$ cat config.mk
export PLATFORM = sky130hd
export DESIGN_NAME = fgpl_ctrl
export DESIGN_NICKNAME = d
export VERILOG_FILES = /design/src/design/fgpl_pkg.sv /design/src/design/fgpl_ctrl.sv
export SDC_FILE = /design/constraint.sdc
export NUM_CORES = 1
export LEC_CHECK = 0
export ABC_AREA = 1
export BUFFER_PORTS_ARGS = -buffer_cell sky130_fd_sc_hd__buf_2
export CAP_MARGIN = 20
export CORE_ASPECT_RATIO = 0.7
export CORE_MARGIN = 2
export CORE_UTILIZATION = 26
export CTS_BUF_LIST = sky130_fd_sc_hd__clkbuf_4
export DETAILED_ROUTE_END_ITERATION = 12
export SYNTH_ARGS = -nofsm -noshare
export SYNTH_HDL_FRONTEND = slang
export SYNTH_SLANG_ARGS = --single-unit
$ cat constraint.sdc
create_clock -name clock -period 6.2 [get_ports clock]
set_input_delay 0.93 -clock clock [delete_from_list [all_inputs] [get_ports clock]]
set_output_delay 0.93 -clock clock [all_outputs]
set_load 0.03 [all_outputs]
$ cat src/design/fgpl_pkg.sv
// Shared types, widths and codes of the functional graph path length core.
`timescale 1ns / 1ps

package fgpl_pkg;

   localparam int IDX_W   = 12;  // node index width
   localparam int LEN_W   = 13;  // path length width
   localparam int STAMP_W = 12;  // walk stamp width
   localparam int ADDR_W  = 20;  // widest node memory address
   localparam int LIM_W   = 21;  // width for node limit compares

   localparam logic [LEN_W-1:0] LEN_MAX  = 13'h1FFF;
   localparam logic [LEN_W-1:0] IDX_SPAN = 13'd4096;

   localparam logic [1:0] FUNC_LOAD  = 2'd0;
   localparam logic [1:0] FUNC_QUERY = 2'd1;
   localparam logic [1:0] FUNC_CLEAR = 2'd2;

   localparam logic REG_END_COUNT = 1'b0;

   typedef struct packed {
      logic [1:0]       func;
      logic [IDX_W-1:0] node_index;
      logic [IDX_W-1:0] next_index;
      logic             has_next;
   } req_type;

   typedef struct packed {
      logic [LEN_W-1:0] path_length;
      logic             error;
   } rsp_type;

   typedef struct packed {
      logic             valid;
      logic [IDX_W-1:0] target;
   } succ_entry_type;

   typedef struct packed {
      logic [LEN_W-1:0]   memo;
      logic [STAMP_W-1:0] stamp;
   } walk_entry_type;

   typedef struct packed {
      logic              rd_en;
      logic [ADDR_W-1:0] rd_addr;
      logic              s_we;
      logic [ADDR_W-1:0] s_addr;
      succ_entry_type    s_data;
      logic              m_we;
      logic [ADDR_W-1:0] m_addr;
      walk_entry_type    m_data;
   } store_cmd_type;

   typedef struct packed {
      succ_entry_type s_ent;
      walk_entry_type m_ent;
   } store_rd_type;

   function automatic logic [LEN_W-1:0] sat_len(input logic [LEN_W:0] v);
      sat_len = v[LEN_W] ? LEN_MAX : v[LEN_W-1:0];
   endfunction

endpackage

$ cat src/design/fgpl_ctrl.sv
// Item sequencer: loads, memory sweeps, chain walk and write-back passes.
`timescale 1ns / 1ps

module fgpl_ctrl import fgpl_pkg::*; #(
   parameter int MAX_NODES = 4096
) (
   input  logic             clock,
   input  logic             reset,
   input  logic             start,
   input  req_type          req_data,
   output logic             busy,
   input  logic [LEN_W-1:0] end_count,
   output store_cmd_type    cmd,
   input  store_rd_type     rd,
   output logic             rsp_strobe,
   output rsp_type          rsp_data
);

   localparam int CNT_W = $clog2(MAX_NODES + 1);
   localparam logic [LIM_W-1:0] MAX_LIM = LIM_W'(MAX_NODES);
   localparam logic [CNT_W-1:0] SWEEP_END = CNT_W'(MAX_NODES);

   typedef enum logic [3:0] {
      ST_IDLE  = 4'b0001,
      ST_SWEEP = 4'b0010,
      ST_RD    = 4'b0100,
      ST_EV    = 4'b1000
   } state_type;

   typedef enum logic [3:0] {
      PH_CHECK = 4'b0001,
      PH_WALK  = 4'b0010,
      PH_CYC   = 4'b0100,
      PH_PRE   = 4'b1000
   } phase_type;

   typedef enum logic [1:0] {
      RET_NONE = 2'd0,
      RET_RESP = 2'd1,
      RET_WALK = 2'd2
   } ret_type;

   typedef struct packed {
      logic memo;
      logic stamp;
      logic valid;
   } sweep_mode_type;

   state_type        state_ff, state_in;
   phase_type        phase_ff, phase_in;
   ret_type          ret_ff, ret_in;
   sweep_mode_type   mode_ff, mode_in;
   logic [CNT_W-1:0] cnt_ff, cnt_in;
   logic [STAMP_W-1:0] qc_ff, qc_in;
   logic [IDX_W-1:0] q_ff, q_in;
   logic [IDX_W-1:0] cur_ff, cur_in;
   logic [IDX_W-1:0] anchor_ff, anchor_in;
   logic [LEN_W-1:0] len_ff, len_in;
   logic [LEN_W-1:0] clen_ff, clen_in;
   logic [LEN_W-1:0] rem_ff, rem_in;
   logic [LEN_W:0]   val_ff, val_in;
   logic [LEN_W-1:0] result_ff, result_in;
   logic             rsp_strobe_ff, rsp_strobe_in;
   rsp_type          rsp_data_ff, rsp_data_in;

   logic [LIM_W-1:0] limit;
   logic             nx_ok;

   assign limit = (LIM_W'(end_count) > MAX_LIM) ? MAX_LIM : LIM_W'(end_count);
   assign nx_ok = rd.s_ent.valid && (LIM_W'(rd.s_ent.target) < limit);
   assign busy  = (state_ff != ST_IDLE);

   always_comb begin
      logic [LEN_W-1:0]   clen_w;
      logic [LEN_W:0]     total_w;
      logic [STAMP_W-1:0] qc_next;
      state_in      = state_ff;
      phase_in      = phase_ff;
      ret_in        = ret_ff;
      mode_in       = mode_ff;
      cnt_in        = cnt_ff;
      qc_in         = qc_ff;
      q_in          = q_ff;
      cur_in        = cur_ff;
      anchor_in     = anchor_ff;
      len_in        = len_ff;
      clen_in       = clen_ff;
      rem_in        = rem_ff;
      val_in        = val_ff;
      result_in     = result_ff;
      rsp_strobe_in = 1'b0;
      rsp_data_in   = '0;
      cmd           = '0;
      clen_w        = len_ff - rd.m_ent.memo + LEN_W'(1);
      total_w       = {1'b0, len_ff} + {1'b0, rd.m_ent.memo};
      qc_next       = qc_ff + STAMP_W'(1);

      case (state_ff)
         ST_IDLE: begin
            if (start) begin
               case (req_data.func)
                  FUNC_LOAD: begin
                     if (LIM_W'(req_data.node_index) < MAX_LIM) begin
                        cmd.s_we          = 1'b1;
                        cmd.s_addr        = ADDR_W'(req_data.node_index);
                        cmd.s_data.valid  = req_data.has_next;
                        cmd.s_data.target = req_data.next_index;
                     end
                     rsp_strobe_in = 1'b1;
                  end
                  FUNC_QUERY: begin
                     if (LIM_W'(req_data.node_index) < limit) begin
                        q_in     = req_data.node_index;
                        cur_in   = req_data.node_index;
                        phase_in = PH_CHECK;
                        state_in = ST_RD;
                     end else begin
                        rsp_strobe_in     = 1'b1;
                        rsp_data_in.error = 1'b1;
                     end
                  end
                  FUNC_CLEAR: begin
                     mode_in  = '{memo: 1'b1, stamp: 1'b0, valid: 1'b0};
                     ret_in   = RET_RESP;
                     cnt_in   = '0;
                     state_in = ST_SWEEP;
                  end
                  default: begin
                     rsp_strobe_in = 1'b1;
                  end
               endcase
            end
         end

         ST_SWEEP: begin
            // read entry n while writing back entry n-1
            if (cnt_ff < SWEEP_END) begin
               cmd.rd_en   = 1'b1;
               cmd.rd_addr = ADDR_W'(cnt_ff);
            end
            if (cnt_ff != '0) begin
               cmd.m_we          = 1'b1;
               cmd.m_addr        = ADDR_W'(cnt_ff - CNT_W'(1));
               cmd.m_data.memo   = mode_ff.memo ? '0 : rd.m_ent.memo;
               cmd.m_data.stamp  = mode_ff.stamp ? '0 : rd.m_ent.stamp;
               cmd.s_we          = mode_ff.valid;
               cmd.s_addr        = ADDR_W'(cnt_ff - CNT_W'(1));
               cmd.s_data.valid  = 1'b0;
               cmd.s_data.target = rd.s_ent.target;
            end
            if (cnt_ff == SWEEP_END) begin
               case (ret_ff)
                  RET_RESP: begin
                     rsp_strobe_in = 1'b1;
                     state_in      = ST_IDLE;
                  end
                  RET_WALK: begin
                     cur_in   = q_ff;
                     phase_in = PH_WALK;
                     state_in = ST_RD;
                  end
                  default: begin
                     state_in = ST_IDLE;
                  end
               endcase
            end else begin
               cnt_in = cnt_ff + CNT_W'(1);
            end
         end

         ST_RD: begin
            cmd.rd_en   = 1'b1;
            cmd.rd_addr = ADDR_W'(cur_ff);
            state_in    = ST_EV;
         end

         ST_EV: begin
            state_in = ST_RD;
            case (phase_ff)
               PH_CHECK: begin
                  len_in = '0;
                  if (rd.m_ent.memo != '0) begin
                     rsp_strobe_in           = 1'b1;
                     rsp_data_in.path_length = rd.m_ent.memo;
                     state_in                = ST_IDLE;
                  end else if (qc_next == '0) begin
                     qc_in    = STAMP_W'(1);
                     mode_in  = '{memo: 1'b0, stamp: 1'b1, valid: 1'b0};
                     ret_in   = RET_WALK;
                     cnt_in   = '0;
                     state_in = ST_SWEEP;
                  end else begin
                     qc_in    = qc_next;
                     phase_in = PH_WALK;
                  end
               end

               PH_WALK: begin
                  if (rd.m_ent.memo != '0) begin
                     cur_in = q_ff;
                     if (rd.m_ent.stamp == qc_ff) begin
                        // reached a node of this walk: cycle
                        clen_in   = clen_w;
                        anchor_in = cur_ff;
                        rem_in    = rd.m_ent.memo - LEN_W'(1);
                        val_in    = {1'b0, len_ff};
                        result_in = (rd.m_ent.memo == LEN_W'(1)) ? clen_w
                                                                  : len_ff;
                        cur_in    = cur_ff;
                        phase_in  = PH_CYC;
                     end else begin
                        // joined a chain of known length
                        rem_in    = len_ff;
                        val_in    = total_w;
                        result_in = sat_len(total_w);
                        phase_in  = PH_PRE;
                     end
                  end else begin
                     cmd.m_we         = 1'b1;
                     cmd.m_addr       = ADDR_W'(cur_ff);
                     cmd.m_data.memo  = len_ff + LEN_W'(1);
                     cmd.m_data.stamp = qc_ff;
                     len_in           = len_ff + LEN_W'(1);
                     if (nx_ok) begin
                        cur_in = rd.s_ent.target;
                     end else begin
                        cur_in    = q_ff;
                        rem_in    = len_ff + LEN_W'(1);
                        val_in    = {1'b0, len_ff + LEN_W'(1)};
                        result_in = len_ff + LEN_W'(1);
                        phase_in  = PH_PRE;
                     end
                  end
               end

               PH_CYC: begin
                  cmd.m_we         = 1'b1;
                  cmd.m_addr       = ADDR_W'(cur_ff);
                  cmd.m_data.memo  = clen_ff;
                  cmd.m_data.stamp = rd.m_ent.stamp;
                  if (nx_ok && (rd.s_ent.target != anchor_ff)) begin
                     cur_in = rd.s_ent.target;
                  end else if (rem_ff == '0) begin
                     rsp_strobe_in           = 1'b1;
                     rsp_data_in.path_length = result_ff;
                     state_in                = ST_IDLE;
                  end else begin
                     cur_in   = q_ff;
                     phase_in = PH_PRE;
                  end
               end

               PH_PRE: begin
                  cmd.m_we         = 1'b1;
                  cmd.m_addr       = ADDR_W'(cur_ff);
                  cmd.m_data.memo  = sat_len(val_ff);
                  cmd.m_data.stamp = rd.m_ent.stamp;
                  val_in           = val_ff - (LEN_W+1)'(1);
                  rem_in           = rem_ff - LEN_W'(1);
                  if (nx_ok && (rem_ff != LEN_W'(1))) begin
                     cur_in = rd.s_ent.target;
                  end else begin
                     rsp_strobe_in           = 1'b1;
                     rsp_data_in.path_length = result_ff;
                     state_in                = ST_IDLE;
                  end
               end

               default: begin
                  state_in = ST_IDLE;
               end
            endcase
         end

         default: begin
            state_in = ST_IDLE;
         end
      endcase
   end

   always_ff @(posedge clock) begin
      if (reset) begin
         state_ff      <= ST_SWEEP;
         phase_ff      <= PH_CHECK;
         ret_ff        <= RET_NONE;
         mode_ff       <= '{memo: 1'b1, stamp: 1'b1, valid: 1'b1};
         cnt_ff        <= '0;
         qc_ff         <= '0;
         rsp_strobe_ff <= 1'b0;
      end else begin
         state_ff      <= state_in;
         phase_ff      <= phase_in;
         ret_ff        <= ret_in;
         mode_ff       <= mode_in;
         cnt_ff        <= cnt_in;
         qc_ff         <= qc_in;
         rsp_strobe_ff <= rsp_strobe_in;
      end
   end

   always_ff @(posedge clock) begin
      q_ff        <= q_in;
      cur_ff      <= cur_in;
      anchor_ff   <= anchor_in;
      len_ff      <= len_in;
      clen_ff     <= clen_in;
      rem_ff      <= rem_in;
      val_ff      <= val_in;
      result_ff   <= result_in;
      rsp_data_ff <= rsp_data_in;
   end

   assign rsp_strobe = rsp_strobe_ff;
   assign rsp_data   = rsp_data_ff;

   a_sweep_bound: assert property (@(posedge clock) disable iff (reset)
      (state_ff == ST_SWEEP) |-> (cnt_ff <= SWEEP_END))
      else $error("sweep counter ran past the last entry");

   a_no_rmw_overlap: assert property (@(posedge clock) disable iff (reset)
      (cmd.m_we && cmd.rd_en) |-> (cmd.m_addr != cmd.rd_addr))
      else $error("write-back and read hit the same entry in one cycle");

   a_live_stamp: assert property (@(posedge clock) disable iff (reset)
      (state_ff == ST_EV && phase_ff != PH_CHECK) |-> (qc_ff != '0))
      else $error("walk running with the reserved stamp");

   // len is only meaningful once the check step has cleared it
   a_len_bound: assert property (@(posedge clock) disable iff (reset)
      (state_ff == ST_EV && phase_ff != PH_CHECK) |-> (len_ff <= IDX_SPAN))
      else $error("walk length exceeds the node span");

   a_idle_after_rsp: assert property (@(posedge clock) disable iff (reset)
      rsp_strobe_ff |-> (state_ff == ST_IDLE))
      else $error("result issued while still working");

endmodule

==> results of run 1 <==
## cells by family (layout without fill, tap and decap cells)
family / after synthesis / in the layout
other: 1 / 10
buffers and inverters: 365 / 520
xor gates and xnor gates: 62 / 62
DFF: 155 / 155
adders and majority gates: 72 / 72
and+or+nand+nor: 765 / 765
AOI/OAI and AO/OA: 421 / 421
## layer usage
layer	share of wire	routed length, um
met1	0.47	24800
met2	0.40	21100
met3	0.11	5690
met4	0.015	810
met5	0	0
## registers in the layout, summed over array words and instances, names as in the netlist, 13 cells and up
register / count
result_ff: 13
len_ff: 13
cnt_ff: 13
rsp_data: 14
clen_ff: 13
val_ff: 14
rem_ff: 13
## metrics by stage
stage                      util  power [uW]  worst slack (ns)
after floorplan               -        2010              1.69
after global placement    0.297        2340              1.67
after detailed placement  0.297        2340              1.57
after CTS                 0.302        2990              1.40
after global routing      0.302        3130              1.12
final                     0.302        2990              1.37
## worst max-delay path, stage by stage (launching register included)
cell	delay [ns]
dfxtp_1	0.36
inv_1	0.14
nand2_1	0.14
nor3_4	0.38
buf_4	0.42
nor2_1	0.10
inv_1	0.80
o21ai_0	0.26
buf_4	0.24
o21ai_0	0.22
buf_2	0.24
## power breakdown
| group | switching, uW | leakage [uW] | total [uW] | internal [uW] |
|---|---|---|---|---|
| logic | 894 | 0.00519 | 1200 | 308 |
| registers | 15.4 | 0.00132 | 1140 | 1120 |
| clock network | 437 | 0.000152 | 651 | 214 |
| total | 1350 | 0.00666 | 2990 | 1640 |
## Yosys cell counts, drive strengths merged (3+ instances only)
cell type | instances | area share
a221oi | 6 | 0.0041
o31ai | 5 | 0.0029
dfxtp | 53 | 0.083
edfxtp | 102 | 0.24
xor2 | 44 | 0.030
a21boi | 3 | 0.0018
o211ai | 21 | 0.012
o21ai | 175 | 0.069
clkbuf | 45 | 0.013
nor2 | 178 | 0.054
nor4 | 8 | 0.0044
o22ai | 53 | 0.026
and2 | 4 | 0.0020
ha | 70 | 0.069
o2bb2ai | 12 | 0.0082
nor3 | 40 | 0.019
a31oi | 8 | 0.0039
xnor2 | 18 | 0.012
inv | 276 | 0.081
a22oi | 12 | 0.0070
buf | 41 | 0.021
nand3 | 119 | 0.048
a211oi | 4 | 0.0023
clkinv | 3 | 0.00088
or2 | 6 | 0.0029
nand3b | 3 | 0.0018
nand4 | 25 | 0.012
o21bai | 10 | 0.0059
nand2 | 380 | 0.11
a21oi | 105 | 0.041
## layout make-up
type / count / area, um2 / share of cell area
sequential: 155 / 4120 / 0.283
clock buffer: 18 / 135 / 0.00927
inverter: 279 / 1050 / 0.0718
multi-input combinational: 1328 / 7220 / 0.495
antenna: 2 / 5.00 / 0.000343
tap: 655 / 820 / 0.0562
timing repair buffer: 209 / 1100 / 0.0752
clock inverter: 14 / 131 / 0.00901
## final timing paths
path	startpoint	end
setup / recovery	phase_ff[1]	cmd[28]
hold / removal	mode_ff[1]	mode_ff[1]
setup reg to reg	len_ff[1]	result_ff[7]
hold reg to reg	mode_ff[1]	mode_ff[1]
==> metrics.md, run 1 <==
| Metric | Value |
|---|---|
| Yosys cell types | `51` |
| Later-pin clock latency in the skew report | `0.59 ns` |
| DIE WIDTH | `269 um` |
| Fin crit period | `4.83 ns` |
| Pleak | `0.00666 uW` |
| First-pass GRT wire length | `77600 um` |
| Leading cell type in the layout, fill and taps excluded | `nand2_1` |
| Layout net count | `2143` |
| Clock transition at path regs | `0.15 ns` |
| Slew @ Worst Pin | `1.10 ns` |
| IO Port Bufs | `189` |
| Drc violations | `0` |
| Post-route ant nets | `0` |
| Most frequent cells in the layout | `nand2_1 (376), inv_1 (271), buf_2 (189)` |
| Crit Path Category | `flip-flop to output pin` |
| Dpl cells | `2625` |
| H-tree depth | `4` |
| Synth Area in XOR/XNOR | `0.0425` |
| Peak supply drop | `183 uV` |
| Mapped cell area | `12800 um2` |
| Post-detail-place hpwl | `40800 um` |
| Synthesized-area fraction occupied by ao, oa, aoi and oai cells | `0.189` |
| Hold buffers post-CTS | `0` |
| Synthesized netlist cell count | `1841` |
| Remaining global-route overflow | `0` |
| All-layer global routing usage | `0.201` |
| Post-Syn Area per Cell | `6.94 um2` |
| Sequential share of the synthesized area | `0.323` |
| Crit Path Max Fanout | `29` |
| Setup tns final | `0 ns` |
| Setup violations, final | `0` |
| Worst min-delay path class | `flip-flop to flip-flop` |
| Core area | `48200 um2` |
| Mux share of post-synthesis cell area | `0` |
| Met1 global-route usage | `0.302` |
| Initial Util | `0.265` |
| Main synth FF type | `edfxtp_1` |
| Number of global-route vias before repair | `12.6k` |
| Simple-gate portion of the synthesized area | `0.258` |
| Clock Skew | `0.0337 ns` |
| Row cnt | `67` |
| Worst EP required | `5.27 ns` |
| Share of cells above drive strength 1 | `0.137` |
| Area growth, synth to finish | `14.0%` |
| IO Pins | `198` |
| Finished Layout Cells | `2660` |
| Period utilization | `0.778` |
| Dpl cell area | `14300 um2` |
| Clock Sink Count | `155` |
| Post-CTS sizing | `0` |
| Combinational family with the most area after synthesis | `simple AND/OR/NAND/NOR gates` |
| Flop2flop setup slack | `2.61 ns` |
| Post-synth EDFFs | `102` |
| Hold depth | `2` |
| First DRT Iteration DRCs | `1673` |
| RSZ-0062 raised after global routing | `false` |
| DRT Wirelength | `52400 um` |
| Fin. max-slew vios | `0` |
| PD cells | `205 nW/um2` |
| Initial antenna violation count | `2` |
| Total CTS buffers | `17` |
| Clock tree root buffer cell | `clkbuf_4` |
| Critical path launch point type | `flip-flop` |
| Critical Path AT | `3.90 ns` |
| Wirelength per Cell | `19.7 um` |
| Setup crit end kind | `output pin` |
| Synth Register Bits | `155` |
| Fmax achieved | `207 MHz` |
| Fillcell total | `5236` |
| DR vias/cell | `5.13` |
| Outcome | `finished, final reports clean` |
| First-pass DRT Iterations | `6` |
| Post-CTS Setup Bufs | `0` |
| Global Route met2 Usage | `0.282` |
| WHS | `0.476 ns` |
| Die area | `51000 um2` |
| FF-to-FF path depth | `16` |
| M3 GR Usage | `0.0567` |
| Final instance area | `14600 um2` |
| Die Y-Extent | `190 um` |
| # Max-Cap Violations | `0` |
| Busiest grt layer | `met1` |
| Fin. Hold Viols | `0` |
| Vias | `13.7k` |
| Routability cong. | `0.960` |
| YS warnings | `0` |
| CTS tree | `yes` |
| Largest net degree at the start of global routing | `34` |
| Slew Limit Headroom | `0.267` |
| Asr flop ratio synth | `0` |
| CTS Buffer Depth | `2` |
| Adder-cell share of the synthesized area | `0.0716` |
(Power assumes the default switching activity.)
==> run 2, diff against run 1 <==
Settings changed: ABC_AREA 1 to 0.
Clock period 6.2 ns to 4.8 ns, I/O delays scaled along.
==> run 2 against run 1 <==
Effect of this change:
- flip-flop and latch count is the same
- first-iteration DRC count fell by 36%
- clock skew fell by 0.0057 ns
- hold slack got worse by 0.12 ns
- non-clock buffer count rose by 19
- highest routed layer is now met5
==> metrics.md, run 2 <==
| Metric | Value |
|---|---|
| Critical Path AT | `3.60 ns` |
| Worst r2r dst | `result_ff[10]` |
| Total CTS buffers | `17` |
| Fin. Hold Viols | `0` |
| All-layer global routing usage | `0.175` |
| Remaining global-route overflow | `0` |
| Peak supply drop | `144 uV` |
| Outcome | `finished, final reports clean` |
| Post-CTS sizing | `0` |
| Crit Path Max Fanout | `11` |
| IO Pins | `198` |
| Dpl cell area | `13200 um2` |
| First-pass DRT Iterations | `5` |
| DIE WIDTH | `257 um` |
| Dpl cells | `2050` |
| Critical path launch point type | `flip-flop` |
| Finished Layout Cells | `2084` |
| Vias | `11.2k` |
| Share of cells above drive strength 1 | `0.197` |
| Top Family by Delay on Critical Path | `simple AND/OR/NAND/NOR gates` |
| Setup crit end kind | `output pin` |
| Hold endpoint | `q_ff[0]` |
| First DRT Iteration DRCs | `1075` |
| Top post-synthesis cells by count | `nor2_1 (134), edfxtp_1 (102), nand2_1 (90)` |
| IO Port Bufs | `189` |
| Most common cell in the netlist | `nor2_1` |
| Worst EP required | `4.08 ns` |
| First-pass GRT wire length | `63400 um` |
| Fin. max-slew vios | `0` |
| Asr flop ratio synth | `0` |
| Routability cong. | `0.931` |
| DRT Wirelength | `42200 um` |
| Row cnt | `64` |
| Fin crit period | `4.32 ns` |
| Sequential share of the synthesized area | `0.353` |
| Post-CTS Setup Bufs | `0` |
| Crit path largest cell delay | `0.80 ns` |
| Clock Sink Count | `155` |
| Footprint of the multi-input gates | `6960 um2` |
| Worst min-delay path class | `input port to flip-flop` |
| Leading cell type in the layout, fill and taps excluded | `buf_2` |
| Hold buffers post-CTS | `0` |
| Largest net degree at the start of global routing | `55` |
| Number of global-route vias before repair | `10.4k` |
| Final instance area | `13500 um2` |
| Power, Total | `3570 uW` |
| RSZ-0062 raised after global routing | `false` |
| Drc violations | `0` |
| Fillcell total | `4691` |
| Slew @ Worst Pin | `0.983 ns` |
| Min-delay src | `req_data[13]` |
| Clock transition at path regs | `0.14 ns` |
| Area growth, synth to finish | `15.8%` |
| PD cells | `263 nW/um2` |
| Core area | `44000 um2` |
| Slew Limit Headroom | `0.344` |
| Layout net count | `1630` |
| CP cell instances | `or3_1 > or4_1 > nor4_1 > nor4b_1 > buf_2` |
| Post-detail-place hpwl | `32400 um` |
| Period utilization | `0.899` |
| DR vias/cell | `5.39` |
| Synth area leaders | `edfxtp_1 (26%), dfxtp_1 (9.1%), ha_1 (7.5%)` |
| Post-Syn Area per Cell | `8.75 um2` |
| Post-route ant nets | `0` |
| RR Startpoint | `len_ff[1]` |
| CTS tree | `yes` |
| Pleak | `0.00540 uW` |
| Yosys cell types | `71` |
| Mapped cell area | `11700 um2` |
| Clock Skew | `0.0280 ns` |
| Most frequent cells in the layout | `buf_2 (189), nor2_1 (133), edfxtp_1 (102)` |
| Setup tns final | `0 ns` |
| Synth area leader | `edfxtp_1` |
| YS warnings | `0` |
| Die Y-Extent | `181 um` |
| CP max stage cell | `nor4b_1` |
| Synth Register Bits | `155` |
| Crit path buffers/inverters | `1` |
| Register area | `4120 um2` |
| CTS Buffer Depth | `2` |
| Flop2flop setup slack | `1.15 ns` |
| Initial antenna violation count | `2` |
| # Max-Cap Violations | `0` |
| Initial Util | `0.266` |
| Post-synth EDFFs | `102` |
| Fmax achieved | `232 MHz` |
| FF-to-FF path depth | `11` |
| Hold depth | `1` |
| Synth top area share | `0.262` |
| Synthesized netlist cell count | `1336` |
| WHS | `0.354 ns` |
| Main synth FF type | `edfxtp_1` |
| Die area | `46700 um2` |
| Later-pin clock latency in the skew report | `0.60 ns` |
| Clock tree root buffer cell | `clkbuf_4` |
| H-tree depth | `4` |
| Crit Path Category | `flip-flop to output pin` |
| Setup violations, final | `0` |
| Wirelength per Cell | `20.3 um` |
run 2: cell count changes after synthesis, moves of 40 or more:
cell / before / now
a22o_1: 1 / 51
xnor2_1: 18 / 58
o21ai_0: 174 / 66
nand2_1: 376 / 90
nand3_1: 115 / 40
o22ai_1: 53 / 3
inv_1: 271 / 46
a21oi_1: 104 / 59
run 2: logic make-up after synthesis:
family / Yosys count / synth area share
flip-flops: 155 / 0.353
adder cells (fa/ha/maj): 72 / 0.0783
buffers and inverters: 160 / 0.0585
multiplexers: 9 / 0.00802
XOR/XNOR: 101 / 0.0756
AND/OR/NAND/NOR: 474 / 0.206
other: 1 / 0.000321
AO/OA/AOI/OAI: 364 / 0.220
run 2: how the worst max path moves through the flow:
stage | from | slack [ns] | depth (start not counted) | endpoint
after floorplan | cnt_ff[3] | 0.47 | 7 | cmd[39]
after global placement | rd[13] | 0.72 | 10 | cmd[2]
after detailed placement | rd[13] | 0.69 | 10 | cmd[3]
after CTS | cnt_ff[2] | 0.41 | 5 | cmd[43]
after global routing | cnt_ff[2] | 0.12 | 5 | cmd[40]
final | cnt_ff[2] | 0.48 | 5 | cmd[40]
run 2: through the flow:
step	utilization	setup WS, ns
global placement	0.300	0.725
CTS	0.307	0.407
global route	0.308	0.121
floorplan	-	0.472
finish	0.308	0.483
detailed placement	0.300	0.687
run 2: per-layer routing:
layer,GRT usage,routed length [um],part of all wire
met1,0.250,19200,0.45
met2,0.257,18100,0.43
met3,0.0447,3870,0.092
met4,0.0520,1090,0.026
met5,0,13,0.00031
run 2: final cells by class:
type | count | area share
tap | 594 | 0.0549
clock inverter | 12 | 0.0111
inverter | 47 | 0.0130
antenna | 1 | 0.000185
sequential | 155 | 0.305
multi-input combinational | 1028 | 0.514
timing repair buffer | 228 | 0.0919
clock buffer | 19 | 0.0105
run 2: report_power, final:
| group | switching, uW | total, uW | internal (uW) |
|---|---|---|---|
| Sequential | 31.1 | 1470 | 1440 |
| Combinational | 817 | 1210 | 398 |
| Clock | 512 | 878 | 366 |
